$ cat config.mk
export PLATFORM = sky130hd
export DESIGN_NAME = spool_height_to_steps_core
export DESIGN_NICKNAME = d
export VERILOG_FILES = /design/src/rtl/core/shs_pkg.sv /design/src/rtl/core/shs_ram.sv /design/src/rtl/core/shs_divider.sv /design/src/rtl/core/shs_datapath.sv /design/src/rtl/core/shs_ctrl.sv /design/src/rtl/core/spool_height_to_steps_core.sv
export SDC_FILE = /design/constraint.sdc
export NUM_CORES = 2
export LEC_CHECK = 0
export ABC_AREA = 1
export BUFFER_PORTS_ARGS = -buffer_cell sky130_fd_sc_hd__buf_2
export CAP_MARGIN = 20
export CORE_UTILIZATION = 30
export DETAILED_ROUTE_END_ITERATION = 12
export PLACE_DENSITY = 0.54
export RECOVER_POWER = 25
export SETUP_SLACK_MARGIN = 0.05
export SYNTH_ARGS = -nofsm -noshare
export SYNTH_HDL_FRONTEND = slang
export SYNTH_HIERARCHICAL = 1
export SYNTH_SLANG_ARGS = --single-unit
$ cat constraint.sdc
create_clock -name clk -period 15.12 [get_ports clk]
set_input_delay 3.024 -clock clk [delete_from_list [all_inputs] [get_ports clk]]
set_output_delay 3.024 -clock clk [all_outputs]
set_load 0.01 [all_outputs]
$ cat src/rtl/core/shs_pkg.sv
// Shared constants, types and the default turn table of the spool height converter.
package shs_pkg;

  localparam int TABLE_DEPTH = 32;

  localparam int HEIGHT_W   = 16;
  localparam int STEPS_W    = 24;
  localparam int CIRC_W     = 16;
  localparam int INDEX_W    = 5;
  localparam int REST_W     = 20;                // height * 10 in tenths of mm
  localparam int DVD_W      = 44;                // steps_left * rest
  localparam int DVS_W      = 20;                // mm_left * 10
  localparam int CFG_DATA_W = 24;
  localparam int CFG_IDX_W  = 1;
  localparam int S_TDATA_W  = 40;
  localparam int M_TDATA_W  = 24;
  localparam int DEF_IDX_W  = 6;

  localparam logic [HEIGHT_W-1:0] MAX_HEIGHT_RST = 16'd1500;
  localparam logic [STEPS_W-1:0]  MAX_STEPS_RST  = 24'd29100;
  localparam logic [10:0]         STEPS_PER_TURN = 11'd2000;

  // x / 10 == (x * RECIP10) >> RECIP_SHIFT, exact for x below 2**22
  localparam logic [19:0] RECIP10     = 20'd838861;
  localparam int          RECIP_SHIFT = 23;

  typedef enum logic {
    CMD_CONVERT = 1'b0,
    CMD_WRITE   = 1'b1
  } shs_op_t;

  typedef enum logic [CFG_IDX_W-1:0] {
    REG_MAX_HEIGHT = 1'b0,
    REG_MAX_STEPS  = 1'b1
  } shs_reg_t;

  typedef struct packed {
    logic write_entry;
    logic start;
    logic advance;
    logic part_div;
    logic lin_prod;
    logic lin_scale;
    logic lin_div;
    logic load_quot;
    logic load_max;
  } shs_cmd_t;

  typedef struct packed {
    logic over;
    logic at_end;
    logic circ_zero;
    logic rest_lt_circ;
    logic turn_sat;
    logic no_height_left;
    logic div_busy;
  } shs_status_t;

  function automatic logic [CIRC_W-1:0] default_circ(input logic [DEF_IDX_W-1:0] idx);
    logic [CIRC_W-1:0] val;
    case (idx)
      6'd0:    val = 16'd800;
      6'd1:    val = 16'd780;
      6'd2:    val = 16'd830;
      6'd3:    val = 16'd910;
      6'd4:    val = 16'd910;
      6'd5:    val = 16'd950;
      6'd6:    val = 16'd1060;
      6'd7:    val = 16'd1020;
      6'd8:    val = 16'd1050;
      6'd9:    val = 16'd1160;
      6'd10:   val = 16'd1150;
      6'd11:   val = 16'd1200;
      6'd12:   val = 16'd1260;
      6'd13:   val = 16'd1270;
      default: val = 16'd0;
    endcase
    return val;
  endfunction

endpackage

$ cat src/rtl/core/shs_ram.sv
// Generic single-port-write, registered-read RAM.
module shs_ram #(
  parameter int WIDTH = 16,
  parameter int DEPTH = 32
) (
  input  logic                                   clk,
  input  logic                                   we,
  input  logic [((DEPTH > 1) ? $clog2(DEPTH) : 1)-1:0] waddr,
  input  logic [WIDTH-1:0]                       wdata,
  input  logic [((DEPTH > 1) ? $clog2(DEPTH) : 1)-1:0] raddr,
  output logic [WIDTH-1:0]                       rdata
);

  logic [WIDTH-1:0] mem [DEPTH];

  always_ff @(posedge clk) begin
    if (we) begin
      mem[waddr] <= wdata;
    end
    rdata <= mem[raddr];
  end

endmodule

$ cat src/rtl/core/shs_divider.sv
// Radix-2 restoring divider, one quotient bit per cycle.
module shs_divider (
  input  logic                     clk,
  input  logic                     rst,
  input  logic                     start,
  input  logic [shs_pkg::DVD_W-1:0] dividend,
  input  logic [shs_pkg::DVS_W-1:0] divisor,
  output logic                     busy,
  output logic [shs_pkg::DVD_W-1:0] quotient
);

  localparam int DW = shs_pkg::DVD_W;
  localparam int SW = shs_pkg::DVS_W;
  localparam int CNT_W = $clog2(DW + 1);

  logic [DW-1:0]    quo;
  logic [SW-1:0]    rem;
  logic [SW-1:0]    dvs;
  logic [CNT_W-1:0] count;
  logic [SW:0]      rem_sh;
  logic [SW:0]      diff;
  logic             ge;

  assign rem_sh   = {rem, quo[DW-1]};
  assign diff     = rem_sh - {1'b0, dvs};
  assign ge       = rem_sh >= {1'b0, dvs};
  assign quotient = quo;

  always_ff @(posedge clk) begin
    if (rst) begin
      busy  <= 1'b0;
      count <= '0;
    end else if (start) begin
      busy  <= 1'b1;
      count <= CNT_W'(DW);
    end else if (busy) begin
      count <= count - 1'b1;
      busy  <= (count != CNT_W'(1));
    end
  end

  always_ff @(posedge clk) begin
    if (start) begin
      quo <= dividend;
      rem <= '0;
      dvs <= divisor;
    end else if (busy) begin
      quo <= {quo[DW-2:0], ge};
      rem <= ge ? diff[SW-1:0] : rem_sh[SW-1:0];
    end
  end

endmodule

$ cat src/rtl/core/shs_datapath.sv
// Datapath: settings, turn table, walk registers, multipliers and divider.
module shs_datapath #(
  parameter int TABLE_DEPTH = shs_pkg::TABLE_DEPTH
) (
  input  logic                          clk,
  input  logic                          rst,
  input  shs_pkg::shs_cmd_t             cmd,
  output shs_pkg::shs_status_t          status,
  input  logic [shs_pkg::HEIGHT_W-1:0]  in_height,
  input  logic [shs_pkg::INDEX_W-1:0]   in_index,
  input  logic [shs_pkg::CIRC_W-1:0]    in_value,
  input  logic                          cfg_valid,
  input  logic [shs_pkg::CFG_IDX_W-1:0] cfg_index,
  input  logic [shs_pkg::CFG_DATA_W-1:0] cfg_data,
  output logic [shs_pkg::STEPS_W-1:0]   steps_out
);

  localparam int AW = (TABLE_DEPTH > 1) ? $clog2(TABLE_DEPTH) : 1;
  localparam int NW = $clog2(TABLE_DEPTH + 1);
  localparam int HW = shs_pkg::HEIGHT_W;
  localparam int TW = shs_pkg::STEPS_W;
  localparam int CW = shs_pkg::CIRC_W;
  localparam int RW = shs_pkg::REST_W;
  localparam int PW = 2 * RW;

  logic [HW-1:0]    max_height;
  logic [TW-1:0]    max_steps;
  logic [TABLE_DEPTH-1:0] entry_valid;

  logic [RW-1:0]    rest;
  logic [RW-1:0]    covered;
  logic [TW-1:0]    steps;
  logic [NW-1:0]    n;
  logic             over;
  logic [PW-1:0]    done_prod;
  logic [shs_pkg::DVS_W-1:0] divisor10;
  logic [shs_pkg::DVD_W-1:0] lin_prod;

  logic             index_ok;
  logic             we;
  logic [AW-1:0]    waddr;
  logic [AW-1:0]    addr;
  logic [CW-1:0]    rd_data;
  logic [CW-1:0]    entry;
  logic [TW:0]      turn_sum;
  logic [HW:0]      done_mm;
  logic [HW-1:0]    mm_left;
  logic [shs_pkg::DVS_W-1:0] mm_left10;
  logic [TW-1:0]    steps_left;
  logic [30:0]      part_num;
  logic             div_start;
  logic [shs_pkg::DVD_W-1:0] div_dividend;
  logic [shs_pkg::DVS_W-1:0] div_divisor;
  logic             div_busy;
  logic [shs_pkg::DVD_W-1:0] quot;
  logic [TW:0]      fin_sum;
  logic             fin_sat;

  assign index_ok = (7'(in_index) < 7'(TABLE_DEPTH));
  assign we       = cmd.write_entry & index_ok;
  assign waddr    = AW'(in_index);
  assign addr     = n[AW-1:0];

  shs_ram #(
    .WIDTH (CW),
    .DEPTH (TABLE_DEPTH)
  ) u_table (
    .clk   (clk),
    .we    (we),
    .waddr (waddr),
    .wdata (in_value),
    .raddr (addr),
    .rdata (rd_data)
  );

  // Entries never written read as the default table
  assign entry = entry_valid[addr] ? rd_data
                                   : shs_pkg::default_circ(shs_pkg::DEF_IDX_W'(addr));

  assign turn_sum   = {1'b0, steps} + (TW + 1)'(shs_pkg::STEPS_PER_TURN);
  assign done_mm    = done_prod[shs_pkg::RECIP_SHIFT +: (HW + 1)];
  assign mm_left    = max_height - done_mm[HW-1:0];
  assign mm_left10  = {1'b0, mm_left, 3'b000} + {3'b000, mm_left, 1'b0};
  assign steps_left = max_steps - steps;
  assign part_num   = 31'(rest) * 31'(shs_pkg::STEPS_PER_TURN);

  assign div_start    = cmd.part_div | cmd.lin_div;
  assign div_dividend = cmd.part_div ? shs_pkg::DVD_W'(part_num) : lin_prod;
  assign div_divisor  = cmd.part_div ? shs_pkg::DVS_W'(entry) : divisor10;

  shs_divider u_div (
    .clk      (clk),
    .rst      (rst),
    .start    (div_start),
    .dividend (div_dividend),
    .divisor  (div_divisor),
    .busy     (div_busy),
    .quotient (quot)
  );

  assign fin_sum = {1'b0, steps} + {1'b0, quot[TW-1:0]};
  assign fin_sat = (|quot[shs_pkg::DVD_W-1:TW]) | (fin_sum > {1'b0, max_steps});

  always_comb begin
    status.over           = over;
    status.at_end         = (n == NW'(TABLE_DEPTH));
    status.circ_zero      = (entry == '0);
    status.rest_lt_circ   = (rest < RW'(entry));
    status.turn_sat       = (turn_sum > {1'b0, max_steps});
    status.no_height_left = ({1'b0, max_height} <= done_mm);
    status.div_busy       = div_busy;
  end

  always_ff @(posedge clk) begin
    if (rst) begin
      max_height  <= shs_pkg::MAX_HEIGHT_RST;
      max_steps   <= shs_pkg::MAX_STEPS_RST;
      entry_valid <= '0;
    end else begin
      if (cfg_valid) begin
        unique case (shs_pkg::shs_reg_t'(cfg_index))
          shs_pkg::REG_MAX_HEIGHT: max_height <= cfg_data[HW-1:0];
          shs_pkg::REG_MAX_STEPS:  max_steps  <= cfg_data[TW-1:0];
          default: ;
        endcase
      end
      if (we) begin
        entry_valid[waddr] <= 1'b1;
      end
    end
  end

  always_ff @(posedge clk) begin
    if (cmd.start) begin
      rest    <= {1'b0, in_height, 3'b000} + {3'b000, in_height, 1'b0};
      covered <= '0;
      steps   <= '0;
      n       <= '0;
      over    <= (in_height > max_height);
    end
    if (cmd.advance) begin
      rest    <= rest - RW'(entry);
      covered <= covered + RW'(entry);
      steps   <= turn_sum[TW-1:0];
      n       <= n + 1'b1;
    end
    if (cmd.lin_prod) begin
      done_prod <= PW'(covered) * PW'(shs_pkg::RECIP10);
    end
    if (cmd.lin_scale) begin
      divisor10 <= mm_left10;
      lin_prod  <= shs_pkg::DVD_W'(steps_left) * shs_pkg::DVD_W'(rest);
    end
    if (cmd.load_max) begin
      steps_out <= max_steps;
    end else if (cmd.load_quot) begin
      steps_out <= fin_sat ? max_steps : fin_sum[TW-1:0];
    end
  end

endmodule

$ cat src/rtl/core/shs_ctrl.sv
// Controller: sequences the table walk, the division and the result handoff.
module shs_ctrl (
  input  logic                 clk,
  input  logic                 rst,
  input  logic                 in_valid,
  input  shs_pkg::shs_op_t     in_op,
  output logic                 in_ready,
  output logic                 out_valid,
  input  logic                 out_ready,
  input  shs_pkg::shs_status_t status,
  output shs_pkg::shs_cmd_t    cmd
);

  typedef enum logic [3:0] {
    S_IDLE,
    S_CHECK,
    S_READ,
    S_EVAL,
    S_LIN_PROD,
    S_LIN_SCALE,
    S_LIN_DIV,
    S_DIV,
    S_FIN,
    S_SAT
  } state_t;

  state_t state;
  state_t state_next;
  logic   slot_free;

  assign slot_free = !out_valid || out_ready;

  always_comb begin
    state_next = state;
    cmd        = '0;
    in_ready   = 1'b0;
    unique case (state)
      S_IDLE: begin
        in_ready = 1'b1;
        if (in_valid) begin
          if (in_op == shs_pkg::CMD_WRITE) begin
            cmd.write_entry = 1'b1;
          end else begin
            cmd.start  = 1'b1;
            state_next = S_CHECK;
          end
        end
      end
      S_CHECK: state_next = status.over ? S_SAT : S_READ;
      S_READ:  state_next = status.at_end ? S_SAT : S_EVAL;
      S_EVAL: begin
        if (status.circ_zero) begin
          state_next = S_LIN_PROD;
        end else if (status.rest_lt_circ) begin
          cmd.part_div = 1'b1;
          state_next   = S_DIV;
        end else if (status.turn_sat) begin
          state_next = S_SAT;
        end else begin
          cmd.advance = 1'b1;
          state_next  = S_READ;
        end
      end
      S_LIN_PROD: begin
        cmd.lin_prod = 1'b1;
        state_next   = S_LIN_SCALE;
      end
      S_LIN_SCALE: begin
        if (status.no_height_left) begin
          state_next = S_SAT;
        end else begin
          cmd.lin_scale = 1'b1;
          state_next    = S_LIN_DIV;
        end
      end
      S_LIN_DIV: begin
        cmd.lin_div = 1'b1;
        state_next  = S_DIV;
      end
      S_DIV: begin
        if (!status.div_busy) begin
          state_next = S_FIN;
        end
      end
      S_FIN: begin
        if (slot_free) begin
          cmd.load_quot = 1'b1;
          state_next    = S_IDLE;
        end
      end
      S_SAT: begin
        if (slot_free) begin
          cmd.load_max = 1'b1;
          state_next   = S_IDLE;
        end
      end
      default: state_next = S_IDLE;
    endcase
  end

  always_ff @(posedge clk) begin
    if (rst) begin
      state     <= S_IDLE;
      out_valid <= 1'b0;
    end else begin
      state <= state_next;
      if (cmd.load_quot || cmd.load_max) begin
        out_valid <= 1'b1;
      end else if (out_ready) begin
        out_valid <= 1'b0;
      end
    end
  end

endmodule

$ cat src/rtl/core/spool_height_to_steps_core.sv
// Top level of the spool height to stepper steps converter.
//
//  channel  | direction | handshake                    | payload
//  ---------+-----------+------------------------------+----------------------------------
//  s_axis   | in        | s_axis_tvalid/s_axis_tready  | tuser: cmd; tdata: height, entry
//  m_axis   | out       | m_axis_tvalid/m_axis_tready  | tdata: steps
//  cfg      | in        | cfg_valid/cfg_ready          | cfg_index, cfg_data
//
// A table write leaves the core idle. A convert walks the whole turns, each through a
// registered table read, then runs a serial 44-bit divide for the partial turn or for the
// linear spread from the first zero entry on; reaching the table end gives max_steps. Heights
// above travel skip the walk; a turn that overruns max_steps ends the walk without a divide.
// Reset is synchronous; it restores the settings and marks every table entry as default.
// A convert is taken while a result waits on m_axis; it holds before the output register.
module spool_height_to_steps_core #(
  parameter int TABLE_DEPTH = shs_pkg::TABLE_DEPTH
) (
  input  logic                           clk,
  input  logic                           rst,
  input  logic                           s_axis_tvalid,
  output logic                           s_axis_tready,
  // [15:0] height_mm, [20:16] entry_index, [36:21] entry_value, [39:37] zero
  input  logic [shs_pkg::S_TDATA_W-1:0]  s_axis_tdata,
  // [0] cmd
  input  logic                           s_axis_tuser,
  output logic                           m_axis_tvalid,
  input  logic                           m_axis_tready,
  // [23:0] steps
  output logic [shs_pkg::M_TDATA_W-1:0]  m_axis_tdata,
  input  logic                           cfg_valid,
  output logic                           cfg_ready,
  input  logic [shs_pkg::CFG_IDX_W-1:0]  cfg_index,
  input  logic [shs_pkg::CFG_DATA_W-1:0] cfg_data
);

  shs_pkg::shs_cmd_t    cmd;
  shs_pkg::shs_status_t status;
  logic                 cfg_write;

  // Settings must change only while idle; the block does not enforce it and takes every write at once
  assign cfg_ready = 1'b1;
  assign cfg_write = cfg_valid & cfg_ready;

  shs_ctrl u_ctrl (
    .clk       (clk),
    .rst       (rst),
    .in_valid  (s_axis_tvalid),
    .in_op     (shs_pkg::shs_op_t'(s_axis_tuser)),
    .in_ready  (s_axis_tready),
    .out_valid (m_axis_tvalid),
    .out_ready (m_axis_tready),
    .status    (status),
    .cmd       (cmd)
  );

  // Unpack the input transaction: height, then table index, then table value
  shs_datapath #(
    .TABLE_DEPTH (TABLE_DEPTH)
  ) u_dp (
    .clk       (clk),
    .rst       (rst),
    .cmd       (cmd),
    .status    (status),
    .in_height (s_axis_tdata[15:0]),
    .in_index  (s_axis_tdata[20:16]),
    .in_value  (s_axis_tdata[36:21]),
    .cfg_valid (cfg_write),
    .cfg_index (cfg_index),
    .cfg_data  (cfg_data),
    .steps_out (m_axis_tdata)
  );

endmodule

**After elaboration in Yosys (flattened, before gate mapping)**

Memories as Yosys holds them, arrays and structs flattened. A register that Yosys moved wholly into a read port is not among the register bits.
Index checks and enable logic that the tools add are counted.
Widths: inputs -> output; s select.

- Register bits after elaboration: 367
- RAM bits: 512
- Bits in read-only memories: 160
- Input port bits: 71
- Memories: 2

Memories:

| name | depth | bits a word | read ports | clocked after memory_dff | write ports | line | source |
|---|---|---|---|---|---|---|---|
| u_dp.u_table.mem | 32 | 16 | 1 | 1 | 1 | shs_ram.sv:14 | `logic [WIDTH-1:0] mem [DEPTH];` |
| (no name shown) | 16 | 10 | 1 | 1 | 0 | shs_pkg.sv:61 | `case (idx)` |

- Add/subtract/negate cells: 11
- $mul: 3
- Order comparisons: 9
- Eq/ne operators: 15
- Mux-type cells: 59
- Bitwise logic cells: 4
- Reduce and logical (&&, ||, !) cells: 16

Operator list:

| operator | number |
|---|---|
| $mux 44 | 3 |
| $mux 24 | 5 |
| $mux 20 | 5 |
| $gt 25x24->1 | 2 |
| $mux 16 | 3 |
| $mul 24x20->44 | 1 |
| $mux 4 | 11 |
| $add 19x17->20 | 2 |
| $mul 20x20->40 const B | 1 |
| $pmux 4 s9 | 1 |
| $or 32x32->32 | 1 |
| $mul 20x7->27 const B | 1 |
| $add 24x11->25 const B | 1 |
| $add 24x24->25 | 1 |
| $mux 6 | 4 |
| $sub 24x24->24 | 1 |
| $ge 21x20->1 | 1 |
| $mux 1 | 21 |
| $add 20x16->20 | 1 |
| $lt 20x16->1 | 1 |
| $reduce_or 20->1 | 1 |
| $sub 20x16->20 | 1 |
| $sub 20x20->20 | 1 |
| $le 16x17->1 | 1 |
| other kinds (28) | 46 |

**Logic depth before layout (Yosys ltp)**

- Word-level depth: 9
- Depth in mapped cells: 39

**Modules after synthesis**

Netlist, hierarchy kept.

By module, submodules not included:

| module | instances | cells an instance | area an instance (sq um) | seq. area each (sq um) |
|---|---|---|---|---|
| shs_datapath | 1 | 5623 | 45220.9 | 6756.5 |
| shs_ram | 1 | 1794 | 21301.7 | 15695.1 |
| shs_divider | 1 | 686 | 5248.8 | 2462.4 |
| shs_ctrl | 1 | 83 | 485.5 | 100.1 |
| spool_height_to_steps_core | 1 | 2 | 11.3 | 0.0 |

**Worst setup path before layout**

Ideal clock, no wire load.

- Path kind: register to register
- Start: reg u_dp.steps[4]
- End: reg u_dp/lin_prod[35] in the netlist's numbering (data pin)
- Arrival: 7.004 ns
- Data required time: 14.862 ns
- Slack: 7.858 ns
- Stages on the path, launching flop included: 33
- Clock period less this slack: 7.262 ns
- Cells stage by stage: edfxtp_1 inv_1 ha_1 buf_6 nand2_1 nand2_2 nand2_4 a21oi_4 o21ai_2 xor2_1 inv_2 buf_2 nor2_1 fa_1 fa_1 inv_1 fa_1 inv_1 fa_1 inv_1 fa_1 fa_1 fa_1 inv_1 ha_1 nand2_1 nor2_1 inv_1 nor4_1 nand2_1 nand2_1 a21oi_1 xnor2_1

- Longest elaborated chain between the ends: 2

Ends and longest elaborated chain:

| item | line | source |
|---|---|---|
| start: declaration | shs_datapath.sv:32 | `logic [TW-1:0] steps;` |
| start signal: assignment | shs_datapath.sv:144 | `steps <= turn_sum[TW-1:0];` |
| $sub 24x24->24 | shs_datapath.sv:84 | `assign steps_left = max_steps - steps;` |
| $mul 24x20->44 | shs_datapath.sv:152 | `lin_prod <= shs_pkg::DVD_W'(steps_left) * shs_pkg::DVD_W'(rest);` |
| end signal: assignment | shs_datapath.sv:152 |  |
| end: declaration | shs_datapath.sv:37 | `logic [shs_pkg::DVD_W-1:0] lin_prod;` |

No other way between the ends.
A chain may end at the register's enable or synchronous reset.

**Worst setup path in the final report**

- Start: reg u_dp.steps[7]
- End: reg u_dp/lin_prod[39] in the netlist's numbering (data pin)

Same word-level chain as after synthesis.

==> flow_summary.json <==
{
  "grt_usage": 0.185,
  "htree_levels": 3,
  "synth_area_sq_mm": 0.0723,
  "final_net_count": 9535,
  "cp.required_ns": 15.56,
  "cts_inserted_buffers": 96,
  "multi_input_area_sq_mm": 0.0409,
  "cp.arrival_ns": 9.30,
  "chipHeight_microns": 493,
  "synth_top_flop_cell": "edfxtp_1",
  "period_needed_ns": 8.86,
  "place_congestion": 0.915,
  "cts_tree": "built",
  "yosys_warnings": 6,
  "drt_iter0_drc": 4226,
  "die-area_sq_mm": 0.243,
  "relSlewSlack": -0.217,
  "yosysTopAreaCellShare": 0.310,
  "num_vias": 55800,
  "fin_crit_sh": 0.586,
  "hold_buffers": 0,
  "wl_per_cell_microns": 19.7,
  "grt_pass1_vias": 56200,
  "drive_above_1_share": 0.0555,
  "fin_cells": 11500,
  "cap_violations": 14,
  "placed_cells": 11300,
  "place_hpwl_mm": 171,
  "yosysTopAreaCell": "edfxtp_1",
  "fmax_mhz": 113,
  "violations": "capacitance limit, slew limit",
  "criticalPathCategory": "reg2reg",
  "synth_area_leaders": "edfxtp_1, fa_1, ha_1, nand2_1, inv_1",
  "finalHoldViolations": 0,
  "antenna_found_initial": 20,
  "die_w_microns": 493,
  "yosysMostFrequentCell": "nand2_1",
  "clock_path_buffers": 3,
  "synthCells": 8188,
  "grt_first_pass_wirelength_mm": 342,
  "critPathBufInv": 4,
  "seq_area_sq_mm": 0.0250,
  "crit_path_end_kind": "flop",
  "ys_ff_latch": 876,
  "first_pass_iters": 6,
  "worstPathMaxFanout": 13,
  "clk_pin_slew_ns": 0.06,
  "cpMostUsedCell": "fa_1",
  "yosys.cell_types.count": 70,
  "root_buffer": "clkbuf_16",
  "yosysSeqAreaShare": 0.346,
  "start_util": 0.303,
  "drtAntennaViolNets": 0,
  "finClkSkew_ns": 0.0805,
  "drv_slew": 464,
  "clkLatencyLatePin_ns": 0.79,
  "fillCellCount": 25000,
  "rsz0062_at_grt": "false",
  "setup.worst_path.start_class": "flop",
  "core_sq_mm": 0.239,
  "tns_ns": 0,
  "async_flop_share": 0,
  "yosys-top-cells-count": "nand2_1, inv_1, edfxtp_1",
  "tightestPinTransition_ns": 1.83,
  "rows": 179,
  "hp-class": "reg2reg",
  "drc_errors": 0,
  "grt_overflow_total": 0,
  "final_area_sq_mm": 0.0792,
  "area_delta_synth_final_pct": 9.62,
  "cpPeakStageDelay_ns": 0.69,
  "syn_area_per_cell_sq_um": 8.83,
  "synth_fp_nets": 9494,
  "grt_start_max_net_pins": 215,
  "cp_top_family": "adder cells",
  "cpMaxStageDelayCell": "nand2_1",
  "cts_setup_buffers": 0,
  "status": "finished, violations left",
  "floorplan.io_pins": 98,
  "setup_viol": 0,
  "post_cts_resized": 0,
  "cts.sinks": 876,
  "portBuffers": 93,
  "totalWireLength_mm": 226,
  "place_area_sq_mm": 0.0760,
  "via_per_inst": 4.85,
  "synth_edf_count": 747
}
## worst paths after layout
path | depth (start not counted) | startpoint | slack, ns | to
setup / recovery | 28 | u_dp/steps[7]$_SDFFCE_PN0N_ | 6.26 | u_dp/lin_prod[39]$_DFFE_PP_
hold / removal | 2 | u_dp/entry_valid[7]$_SDFFE_PP0P_ | 0.46 | u_dp/entry_valid[7]$_SDFFE_PP0P_
setup reg to reg | 28 | u_dp/steps[7]$_SDFFCE_PN0N_ | 6.26 | u_dp/lin_prod[39]$_DFFE_PP_
hold reg to reg | 2 | u_dp/entry_valid[7]$_SDFFE_PP0P_ | 0.46 | u_dp/entry_valid[7]$_SDFFE_PP0P_
## area by class of cell
class | count | area share
multi-input cells | 5743 | 0.516
flip-flops and latches | 876 | 0.316
inverters | 1321 | 0.0628
well taps | 3167 | 0.0500
clock buffers | 126 | 0.0326
repair buffers | 191 | 0.0150
clock inverters | 56 | 0.00763
diodes | 9 | 0.000284
## per-stage QoR
step                      hold slack (ns)  utilization  setup slack (ns)
final                               0.456        0.332              6.26
after global routing                0.467        0.332              5.86
after CTS                           0.456        0.332              6.30
after detailed placement            0.446        0.318              6.34
after global placement              0.440        0.318              6.07
after floorplan                     0.431            -              7.86
## kinds of logic (layout without fill, tap and decap cells)
family | after synthesis | count (layout) | synth area share
AND/OR/NAND/NOR | 3534 | 3534 | 0.206
other | 1 | 10 | 0.0000519
AO/OA/AOI/OAI | 810 | 810 | 0.0618
adder cells (fa/ha/maj) | 1235 | 1235 | 0.277
XOR/XNOR | 163 | 163 | 0.0204
flip-flops | 876 | 876 | 0.346
buffers and inverters | 1569 | 1694 | 0.0888
## worst min-delay path: stages, from the launching register on
cell and delay [ns]:
dfxtp_1 0.30, inv_1 0.05, a21oi_1 0.06
## flip-flops by register name (all words and copies together), names as in the netlist, 16 cells and up, named ones only
name,cells
u_dp/u_table/rdata,16
u_dp/divisor10,19
u_dp/steps,20
u_dp/done_prod,17
u_dp/u_table/mem,512
u_dp/entry_valid,32
u_dp/lin_prod,44
u_dp/steps_out,24
u_dp/rest,20
u_dp/max_height,16
u_dp/u_div/rem,20
u_dp/u_div/quotient,44
u_dp/u_div/dvs,20
u_dp/covered,20
u_dp/max_steps,24
## metal layers
layer  GRT usage  part of all wire
met1       0.239              0.43
met2       0.321              0.49
met3      0.0199             0.050
met4      0.0594             0.031
met5           0           0.00018
## placed cells by master (no fill, tap or decap), drive strengths merged, types with 29 or more instances in the layout
master,instances
nand2,2015
inv,1305
edfxtp,747
nand3,674
nor2,649
ha,627
fa,608
a21oi,381
o21ai,266
buf,175
clkbuf,142
dfxtp,129
xor2,105
clkinv,62
nor3,59
xnor2,58
nand4,44
a31oi,44
or2,42
a21o,32
o211ai,29
Power is not shown: default switching activity piles up to over one toggle a cycle in this logic, so the estimate is an artifact.
